### config.mk
export PLATFORM = sky130hd
export DESIGN_NAME = rdac_front_flat
export DESIGN_NICKNAME = d
export VERILOG_FILES = /design/src/hdl/rdac_pkg.sv /design/src/hdl/rdac_in_if.sv /design/src/hdl/rdac_front.sv /design/src/flat_wrapper.sv
export SDC_FILE = /design/constraint.sdc
export NUM_CORES = 2
export LEC_CHECK = 0
export BUFFER_PORTS_ARGS = -buffer_cell sky130_fd_sc_hd__buf_2
export CAP_MARGIN = 20
export CORE_ASPECT_RATIO = 0.5
export CORE_MARGIN = 5
export CORE_UTILIZATION = 40
export DETAILED_ROUTE_END_ITERATION = 10
export GPL_TIMING_DRIVEN = 0
export PLACE_DENSITY = 0.6
export SYNTH_ARGS = -nofsm -noshare
export SYNTH_HDL_FRONTEND = slang
export SYNTH_SLANG_ARGS = --single-unit
### constraint.sdc
create_clock -name clk -period 14.5 [get_ports clk]
set_clock_uncertainty 0.1 [all_clocks]
set_input_delay 2.9 -clock clk [delete_from_list [all_inputs] [get_ports clk]]
set_output_delay 2.9 -clock clk [all_outputs]
set_load 0.02 [all_outputs]
### src/hdl/rdac_pkg.sv
// Shared types, constants and helper functions of the range deadband axis controller.
// No dependencies; every other file of the block imports this package.
package rdac_pkg;

  localparam int unsigned AXIS_COUNT_DEF = 6;
  localparam int unsigned NUM_GAIN       = 6;
  localparam int unsigned AXIS_W         = 3;
  localparam int unsigned VAL_W          = 32;
  localparam int unsigned GAIN_W         = 24;
  localparam int unsigned WEIGHT_W       = 17;
  localparam int unsigned ERR_W          = 35;
  localparam int unsigned PROD_W         = GAIN_W + 1 + ERR_W;
  localparam int unsigned SHIFT_W        = PROD_W - 16;

  localparam int unsigned CFG_IDX_W  = 3;
  localparam int unsigned CFG_DATA_W = GAIN_W;

  localparam int unsigned QUEUE_DEPTH = 4;
  localparam int unsigned QPTR_W      = $clog2(QUEUE_DEPTH);
  localparam int unsigned QCNT_W      = $clog2(QUEUE_DEPTH + 1);

  // Q1.16 one, the 0.05 band and twice the band.
  localparam logic [WEIGHT_W-1:0] ONE_Q   = 17'd65536;
  localparam logic [GAIN_W-1:0]   GAIN_RST = 24'd65536;
  localparam int                  BAND_Q  = 3277;
  localparam int                  BAND2_Q = 2 * BAND_Q;

  localparam logic [1:0] MODE_PROP  = 2'd0;
  localparam logic [1:0] MODE_RANGE = 2'd1;

  localparam logic [CFG_IDX_W-1:0] REG_MODE      = 3'd0;
  localparam logic [CFG_IDX_W-1:0] REG_GAIN_FIRST = 3'd1;
  localparam logic [CFG_IDX_W-1:0] REG_GAIN_LAST  = 3'd6;

  typedef struct packed {
    logic signed [ERR_W-1:0] err;
    logic [GAIN_W-1:0]       gain;
    logic signed [VAL_W-1:0] target;
    logic [WEIGHT_W-1:0]     weight;
  } q_entry_t;

  typedef struct packed {
    logic [QCNT_W-1:0] count;
    logic              not_empty;
    logic              space;
  } q_stat_t;

  // Clamps a wide signed value to the signed 32-bit range.
  function automatic logic signed [VAL_W-1:0] sat_val(input logic signed [SHIFT_W-1:0] v);
    logic signed [SHIFT_W-1:0] hi_lim;
    logic signed [SHIFT_W-1:0] lo_lim;
    hi_lim = SHIFT_W'(64'sd2147483647);
    lo_lim = SHIFT_W'(-64'sd2147483648);
    if (v > hi_lim) begin
      sat_val = 32'sh7FFFFFFF;
    end else if (v < lo_lim) begin
      sat_val = 32'sh80000000;
    end else begin
      sat_val = v[VAL_W-1:0];
    end
  endfunction

endpackage

### src/hdl/rdac_in_if.sv
// Input channel of the axis controller: one axis sample per word.
// Depends on rdac_pkg for field widths.
interface rdac_in_if;
  import rdac_pkg::*;
  logic                    valid;
  logic                    ready;
  logic [AXIS_W-1:0]       axis_index;
  logic signed [VAL_W-1:0] measured;
  logic signed [VAL_W-1:0] range_lo;
  logic signed [VAL_W-1:0] range_hi;
  logic                    axis_enabled;
  logic signed [VAL_W-1:0] desired_in;

  modport source(output valid, axis_index, measured, range_lo, range_hi, axis_enabled,
                 desired_in, input ready);
  modport sink(input valid, axis_index, measured, range_lo, range_hi, axis_enabled,
               desired_in, output ready);
endinterface

### src/hdl/rdac_front.sv
// Front end: configuration registers, sample capture, classification, target and
// weight computation, held weight store. Depends on rdac_pkg and rdac_in_if.
module rdac_front #(
  parameter int unsigned AXIS_COUNT = rdac_pkg::AXIS_COUNT_DEF
) (
  input  logic                             clk,
  input  logic                             rst_n,
  input  logic                             cfg_en,
  input  logic [rdac_pkg::CFG_IDX_W-1:0]   cfg_index,
  input  logic [rdac_pkg::CFG_DATA_W-1:0]  cfg_data,
  rdac_in_if.sink                          in_ch,
  input  logic                             q_space,
  output logic                             push,
  output rdac_pkg::q_entry_t               push_data
);
  import rdac_pkg::*;

  localparam int unsigned AW = (AXIS_COUNT > 1) ? $clog2(AXIS_COUNT) : 1;

  logic [1:0]        mode_r;
  logic [GAIN_W-1:0] gain_r [NUM_GAIN];
  logic [WEIGHT_W-1:0] held_r [AXIS_COUNT];

  // Capture stage.
  logic                    a_v_r;
  logic [AXIS_W-1:0]       axis_r;
  logic                    bad_r;
  logic                    en_r;
  logic signed [VAL_W-1:0] value_r, lo_r, hi_r, want_r;
  logic signed [VAL_W:0]   dh_r, dl_r, dw_r, ss_r;

  logic signed [VAL_W:0]   dh_nxt, dl_nxt, dw_nxt, width_nxt, ss_nxt;
  logic                    a_adv;

  assign dh_nxt    = {in_ch.measured[VAL_W-1], in_ch.measured}
                     - {in_ch.range_hi[VAL_W-1], in_ch.range_hi};
  assign dl_nxt    = {in_ch.range_lo[VAL_W-1], in_ch.range_lo}
                     - {in_ch.measured[VAL_W-1], in_ch.measured};
  assign dw_nxt    = {in_ch.desired_in[VAL_W-1], in_ch.desired_in}
                     - {in_ch.measured[VAL_W-1], in_ch.measured};
  assign width_nxt = {in_ch.range_hi[VAL_W-1], in_ch.range_hi}
                     - {in_ch.range_lo[VAL_W-1], in_ch.range_lo};
  // A range narrower than twice the band uses half its width, rounded down.
  assign ss_nxt    = (width_nxt < (VAL_W+1)'(BAND2_Q)) ? (width_nxt >>> 1)
                                                       : (VAL_W+1)'(BAND_Q);

  assign a_adv       = !a_v_r || q_space;
  assign in_ch.ready = a_adv;
  assign push        = a_v_r && q_space;

  // Classification and result selection.
  logic [AW-1:0]             idx;
  logic signed [VAL_W+1:0]   et, eb, top, bot;
  logic                      above, below, outside;
  logic signed [VAL_W+6:0]   dh_w, dl_w, wl, wh;
  logic [WEIGHT_W-1:0]       wl_c, wh_c, w_range;
  logic [WEIGHT_W-1:0]       held_w;
  logic [GAIN_W-1:0]         gain_sel;
  logic                      upd;

  assign idx    = AW'(axis_r);
  assign held_w = held_r[idx];
  assign et     = {ss_r[VAL_W], ss_r} + {dh_r[VAL_W], dh_r};
  assign eb     = {ss_r[VAL_W], ss_r} + {dl_r[VAL_W], dl_r};
  assign above  = et > (VAL_W+2)'(0);
  assign below  = eb > (VAL_W+2)'(0);
  assign top    = {hi_r[VAL_W-1], hi_r[VAL_W-1], hi_r} - {ss_r[VAL_W], ss_r};
  assign bot    = {lo_r[VAL_W-1], lo_r[VAL_W-1], lo_r} + {ss_r[VAL_W], ss_r};
  assign outside = (dh_r > (VAL_W+1)'(0)) || (dl_r > (VAL_W+1)'(0));

  // Weight ramp: one plus twenty times the signed distance past each edge.
  assign dh_w = {{6{dh_r[VAL_W]}}, dh_r};
  assign dl_w = {{6{dl_r[VAL_W]}}, dl_r};
  assign wl   = (VAL_W+7)'(ONE_Q) + (dh_w <<< 4) + (dh_w <<< 2);
  assign wh   = (VAL_W+7)'(ONE_Q) + (dl_w <<< 4) + (dl_w <<< 2);
  assign wl_c = (wl < (VAL_W+7)'(0)) ? '0 : wl[WEIGHT_W-1:0];
  assign wh_c = (wh < (VAL_W+7)'(0)) ? '0 : wh[WEIGHT_W-1:0];
  assign w_range = outside ? ONE_Q : ((wl_c > wh_c) ? wl_c : wh_c);

  assign gain_sel = (32'(axis_r) < NUM_GAIN) ? gain_r[axis_r] : '0;
  assign upd      = push && !bad_r && en_r && (mode_r == MODE_RANGE);

  always_comb begin
    push_data.err    = '0;
    push_data.gain   = gain_sel;
    push_data.target = want_r;
    push_data.weight = held_w;
    if (bad_r) begin
      push_data.weight = '0;
    end else if (en_r && (mode_r == MODE_PROP)) begin
      push_data.err = {{(ERR_W-VAL_W-1){dw_r[VAL_W]}}, dw_r};
    end else if (en_r && (mode_r == MODE_RANGE)) begin
      push_data.weight = w_range;
      if (above) begin
        push_data.err    = -{et[VAL_W+1], et};
        push_data.target = sat_val(SHIFT_W'(top));
      end else if (below) begin
        push_data.err    = {eb[VAL_W+1], eb};
        push_data.target = sat_val(SHIFT_W'(bot));
      end else begin
        push_data.target = value_r;
      end
    end
  end

  always_ff @(posedge clk) begin
    if (!rst_n) begin
      a_v_r  <= 1'b0;
      mode_r <= MODE_PROP;
      for (int i = 0; i < NUM_GAIN; i++) gain_r[i] <= GAIN_RST;
      for (int i = 0; i < AXIS_COUNT; i++) held_r[i] <= ONE_Q;
    end else begin
      if (cfg_en) begin
        if (cfg_index == REG_MODE) begin
          mode_r <= cfg_data[1:0];
        end else if (cfg_index >= REG_GAIN_FIRST && cfg_index <= REG_GAIN_LAST) begin
          gain_r[cfg_index - REG_GAIN_FIRST] <= cfg_data;
        end
      end
      if (a_adv) begin
        a_v_r <= in_ch.valid;
      end
      if (upd) begin
        held_r[idx] <= w_range;
      end
    end
  end

  always_ff @(posedge clk) begin
    if (a_adv) begin
      axis_r  <= in_ch.axis_index;
      bad_r   <= 32'(in_ch.axis_index) >= AXIS_COUNT;
      en_r    <= in_ch.axis_enabled;
      value_r <= in_ch.measured;
      lo_r    <= in_ch.range_lo;
      hi_r    <= in_ch.range_hi;
      want_r  <= in_ch.desired_in;
      dh_r    <= dh_nxt;
      dl_r    <= dl_nxt;
      dw_r    <= dw_nxt;
      ss_r    <= ss_nxt;
    end
  end

endmodule

### src/flat_wrapper.sv
// flat-port wrapper written by rule: the top's interface ports become plain ports
module rdac_front_flat import rdac_pkg::*;
#(
  parameter int unsigned AXIS_COUNT = rdac_pkg::AXIS_COUNT_DEF
)
  (clk, rst_n, cfg_en, cfg_index, cfg_data, q_space, push, push_data, in_ch_valid, in_ch_axis_index, in_ch_measured, in_ch_range_lo, in_ch_range_hi, in_ch_axis_enabled, in_ch_desired_in, in_ch_ready);
  rdac_in_if in_ch_i ();
  input  logic clk;
  input  logic rst_n;
  input  logic cfg_en;
  input  logic [rdac_pkg::CFG_IDX_W-1:0] cfg_index;
  input  logic [rdac_pkg::CFG_DATA_W-1:0] cfg_data;
  input  logic q_space;
  output logic push;
  output rdac_pkg::q_entry_t push_data;
  input wire logic [$bits(in_ch_i.valid)-1:0] in_ch_valid;
  input wire logic [$bits(in_ch_i.axis_index)-1:0] in_ch_axis_index;
  input wire logic [$bits(in_ch_i.measured)-1:0] in_ch_measured;
  input wire logic [$bits(in_ch_i.range_lo)-1:0] in_ch_range_lo;
  input wire logic [$bits(in_ch_i.range_hi)-1:0] in_ch_range_hi;
  input wire logic [$bits(in_ch_i.axis_enabled)-1:0] in_ch_axis_enabled;
  input wire logic [$bits(in_ch_i.desired_in)-1:0] in_ch_desired_in;
  output wire logic [$bits(in_ch_i.ready)-1:0] in_ch_ready;
  assign in_ch_i.valid = in_ch_valid;
  assign in_ch_i.axis_index = in_ch_axis_index;
  assign in_ch_i.measured = in_ch_measured;
  assign in_ch_i.range_lo = in_ch_range_lo;
  assign in_ch_i.range_hi = in_ch_range_hi;
  assign in_ch_i.axis_enabled = in_ch_axis_enabled;
  assign in_ch_i.desired_in = in_ch_desired_in;
  assign in_ch_ready = in_ch_i.ready;
  rdac_front #(.AXIS_COUNT(AXIS_COUNT)) u_core (.clk(clk), .rst_n(rst_n), .cfg_en(cfg_en), .cfg_index(cfg_index), .cfg_data(cfg_data), .in_ch(in_ch_i), .q_space(q_space), .push(push), .push_data(push_data));
endmodule
==> results.md <==
- The run finished with clean final reports.
- The critical path startpoint category is a flip-flop.
- The post-layout instance area is 47400 um2.
- The worst path buffer plus inverter count is 3.
- The analysis attributes to net switching a power of 2.67 mW.
- Across all hold checks on the routed design, the worst slack comes to 0.442 ns.
- The clock network accounts for 24.0% of the total power.
- Across the run, the number of max-cap violations was 0.
- The worst hold path belongs to the class flip-flop to flip-flop.
- The die covers 112000 um2.
- The critical path start-end classification is flip-flop to output port.
- The count of final max-slew check failures is 0.
- In this run the worst path has a maximum fanout of 10.
- The remaining max-slew budget at the tightest pin is 24.1%.
- The overall power is 6.63 mW.
- The number of cell rows is 83.
- The fraction of layout cells with a size suffix above 1 is 13.1%.
- The share of the clock period used by the worst path is 77.9%.
- The switching share of power is 40.2%.
- For this design the ratio of total power to cell area is 140 nW/um2.
- The net count of the finished layout is 4994.
- The final RePlAce weighted congestion is 0.982.
- By area the synthesized netlist is led by sky130_fd_sc_hd__edfxtp_1 (41%), sky130_fd_sc_hd__ha_1 (12%), sky130_fd_sc_hd__mux4_2 (4.2%).
- STA puts the critical path data required time at 11.50 ns.
- In this run the cell area measured after placement is 45400 um2.
- The first global-routing pass estimated 210000 um of wire.
- The number of design rule violations left after detail routing is 0.
- The clock transition at the register clock pins on the worst setup and hold paths after CTS is 0.07 ns.
- For the pin with the worst max-slew slack, the measured transition is 1.14 ns.
- The dominant delay contributor by cell family on the critical path is compound AO/OA/AOI/OAI gates.
- The starting DRC count in detailed routing is 3175.
- The number of antenna violations at the first check in global routing is 17.
- The post-CTS setup buffer count is 0.
- The combinational share of power is 43.0%.
- OpenSTA, run right after detailed placement, puts the worst setup slack at 3.93 ns.
- The dominant synthesized flop cell is sky130_fd_sc_hd__edfxtp_1.
- Measured along the x axis, the die boundary spans 467 um.
- The global-route congestion overflow total is 0.
- The fill cell instance count of the final layout is 9753.
- The count of nets left with antenna violations once routing finished came out at 0.
- In this run, synthesis inferred 576 flip-flops with an integrated enable.
- The largest buffer count on any clock path is 3.
- After detailed routing, the average wire length per cell comes to 24.8 um.
- The hold violation total from the final report is 0.
- The buffer cell driving the clock tree root is sky130_fd_sc_hd__clkbuf_16.
- Setup repair after global routing left no endpoint under its margin.
- The layout overhead on the synthesized area is 13.2%.
- The maximum frequency from static timing analysis is 0.0886 GHz.
- The peak ir drop on the vdd network is 94.9 uV.
- Entering global routing, the biggest net connects 57 pins.
- The aggregate routed wire length is 146000 um.
- The most frequent cell after synthesis is sky130_fd_sc_hd__edfxtp_1.
- Ranked by instance count, the synthesized netlist is headed by sky130_fd_sc_hd__edfxtp_1 (576), sky130_fd_sc_hd__nor2_1 (423), sky130_fd_sc_hd__ha_1 (403).
- The initial core utilization is 40.6%.
- For the worst setup path, the data arrival time is 8.29 ns.
- The I/O pin total is 274.
- The via count of the first global-routing pass was 33200.
- The detailed-placement wirelength estimate is 116000 um.
- STA classifies the critical path endpoint as an output port.
- The first-pass iteration count of the detailed router is 5.
- The height of the die is 239 um.
- The latest clock arrival within the worst-skew pair is 0.68 ns.
- The average vias per placed instance is 5.83.
- The leakage dissipation is 19.4 nW.
- Sequential elements use 41.6% of the synthesized area.
- The number of hold buffers added after CTS was 0.
- The mapped netlist covers 41800 um2.
- The post-synthesis average cell area is 10.3 um2.
- The async set or reset register ratio after synthesis is 0%.
- The count of yosys warnings during synthesis is 0.
- Input and output buffers added on the ports amount to 271.
- The H-tree generated during clock tree synthesis spans 2 levels.
- The number of vias in the routed layout is 34200.
- The minimum period implied by the final worst setup slack is 11.29 ns.
- The internal power of the cells totals 3.96 mW.
- The post-cts gate resize count is 0.
- The fraction of the core area covered by cells at the end of the flow is 45.9%.
- Setup violations remaining at the end of the flow were counted as 0.
- The sequential share of power is 33.0%.
- The tree built by TritonCTS fans out to 582 sinks.
- The largest total area in the synthesized netlist belongs to sky130_fd_sc_hd__edfxtp_1.
- After layout, the worst setup slack is 3.21 ns.
- The worst-path cell with the longest stage delay is sky130_fd_sc_hd__a211oi_1.
- Synthesis handed over a netlist of 4062 instances.
- In this run, distinct cell masters in the synthesized netlist total 99.
- The core footprint is 103000 um2.
- TritonCTS built the clock tree.
- In this run, synthesis produced a sequential element count of 582.
- The top cell type by area accounts for 41.4% of the synthesized area.
- The total routing resource utilization after global routing is 25.2%.
- In this run, CTS created clock tree buffers numbering 59.
- The largest single stage delay on the critical path is 0.70 ns.
flip-flops by register name, indices dropped and copies added (netlist names), 2 cells and up, named ones only:
register        flops
u_core.axis_r       3
u_core.dh_r        33
u_core.dl_r        33
u_core.dw_r        33
u_core.gain_r     192
u_core.held_r     120
u_core.hi_r        32
u_core.lo_r        32
u_core.mode_r       2
u_core.ss_r        32
u_core.value_r     32
u_core.want_r      32
routing by layer:
metal | global-route usage (%) | vias up | share of wire [%]
li1 | - | 15900 | -
met4 | 8.23 | 0 | 3.5
met1 | 34.7 | 16700 | 43
met5 | 0 | - | 0
met3 | 3.40 | 241 | 7.5
met2 | 41.2 | 1296 | 46
power by group through the flow:
stage	sequential (mW)	combinational, mW	clock [mW]
2_1_floorplan	2.12	2.02	0
3_3_place_gp	2.23	2.73	0
3_5_place_dp	2.21	2.78	0
4_1_cts	2.18	2.80	1.62
5_1_grt	2.19	3.12	1.69
6_report	2.19	2.85	1.59
layout make-up:
| type | instances | area (um2) | share of cell area [%] |
|---|---|---|---|
| multi-input combinational | 3058 | 22800 | 48.2 |
| sequential | 582 | 17400 | 36.8 |
| timing repair buffer | 293 | 1770 | 3.74 |
| tap | 1402 | 1750 | 3.70 |
| clock buffer | 71 | 1540 | 3.26 |
| inverter | 286 | 1070 | 2.27 |
| buffer | 137 | 577 | 1.22 |
| clock inverter | 33 | 380 | 0.803 |
| antenna | 11 | 27.5 | 0.0581 |
cells in the final DEF (no fill, tap or decap), drive strengths merged, types with 15 or more instances in the layout:
master,count
o211ai,29
o22ai,21
nor3,75
clkbuf,174
a22oi,15
a211oi,67
or3,18
nand4,37
xnor2,157
o221ai,28
nor2b,60
nor4,33
nand3,86
mux2i,52
ha,403
buf,326
o21bai,37
mux2,24
clkinv,19
nor2,424
o21a,49
inv,290
a21o,131
and3,33
and2,47
nand2b,42
edfxtp,576
o21ai,192
a21boi,16
a31oi,29
a21oi,290
a221oi,25
or2,29
mux4,78
nand2,254
xor2,91
stage by stage:
step | instances | setup TNS, ns
floorplan | 4063 | 0
global placement | 5736 | -2.09
detailed placement | 5754 | 0
CTS | 5858 | 0
global route | 5869 | 0
finish | 5873 | 0
final timing paths:
| kind | slack (ns) | start | cells past startpoint | to |
|---|---|---|---|---|
| worst max register to register | 6.81 | u_core.dh_r[4]$_DFFE_PN_ | 27 | u_core.held_r[5][4]$_DFFE_PP_ |
| worst max-delay path | 3.21 | u_core.dh_r[4]$_DFFE_PN_ | 27 | push_data[15] |
| worst min register to register | 0.44 | u_core.mode_r[1]$_SDFFE_PN0P_ | 2 | u_core.mode_r[1]$_SDFFE_PN0P_ |
| worst min-delay path | 0.44 | u_core.mode_r[1]$_SDFFE_PN0P_ | 2 | u_core.mode_r[1]$_SDFFE_PN0P_ |
worst min-delay path, delay by kind of cell, from the launching register on:
family	cells	cell delay [ns]
multiplexers	1	0.08
flip-flops	1	0.36
AND/OR/NAND/NOR	1	0.07
cells by family (layout without fill, tap and decap cells):
logic type | Yosys count | after routing | share of synthesized area (%)
muxes | 154 | 154 | 6.09
buffers and inverters | 423 | 820 | 3.95
DFF | 582 | 582 | 41.6
AOI/OAI and AO/OA | 1050 | 1050 | 16.9
xor gates and xnor gates | 248 | 248 | 5.19
adders and majority gates | 420 | 420 | 12.7
and+or+nand+nor | 1184 | 1184 | 13.5
other | 1 | 13 | 0.00897
Note: power is estimated with default switching activity, not from simulation.
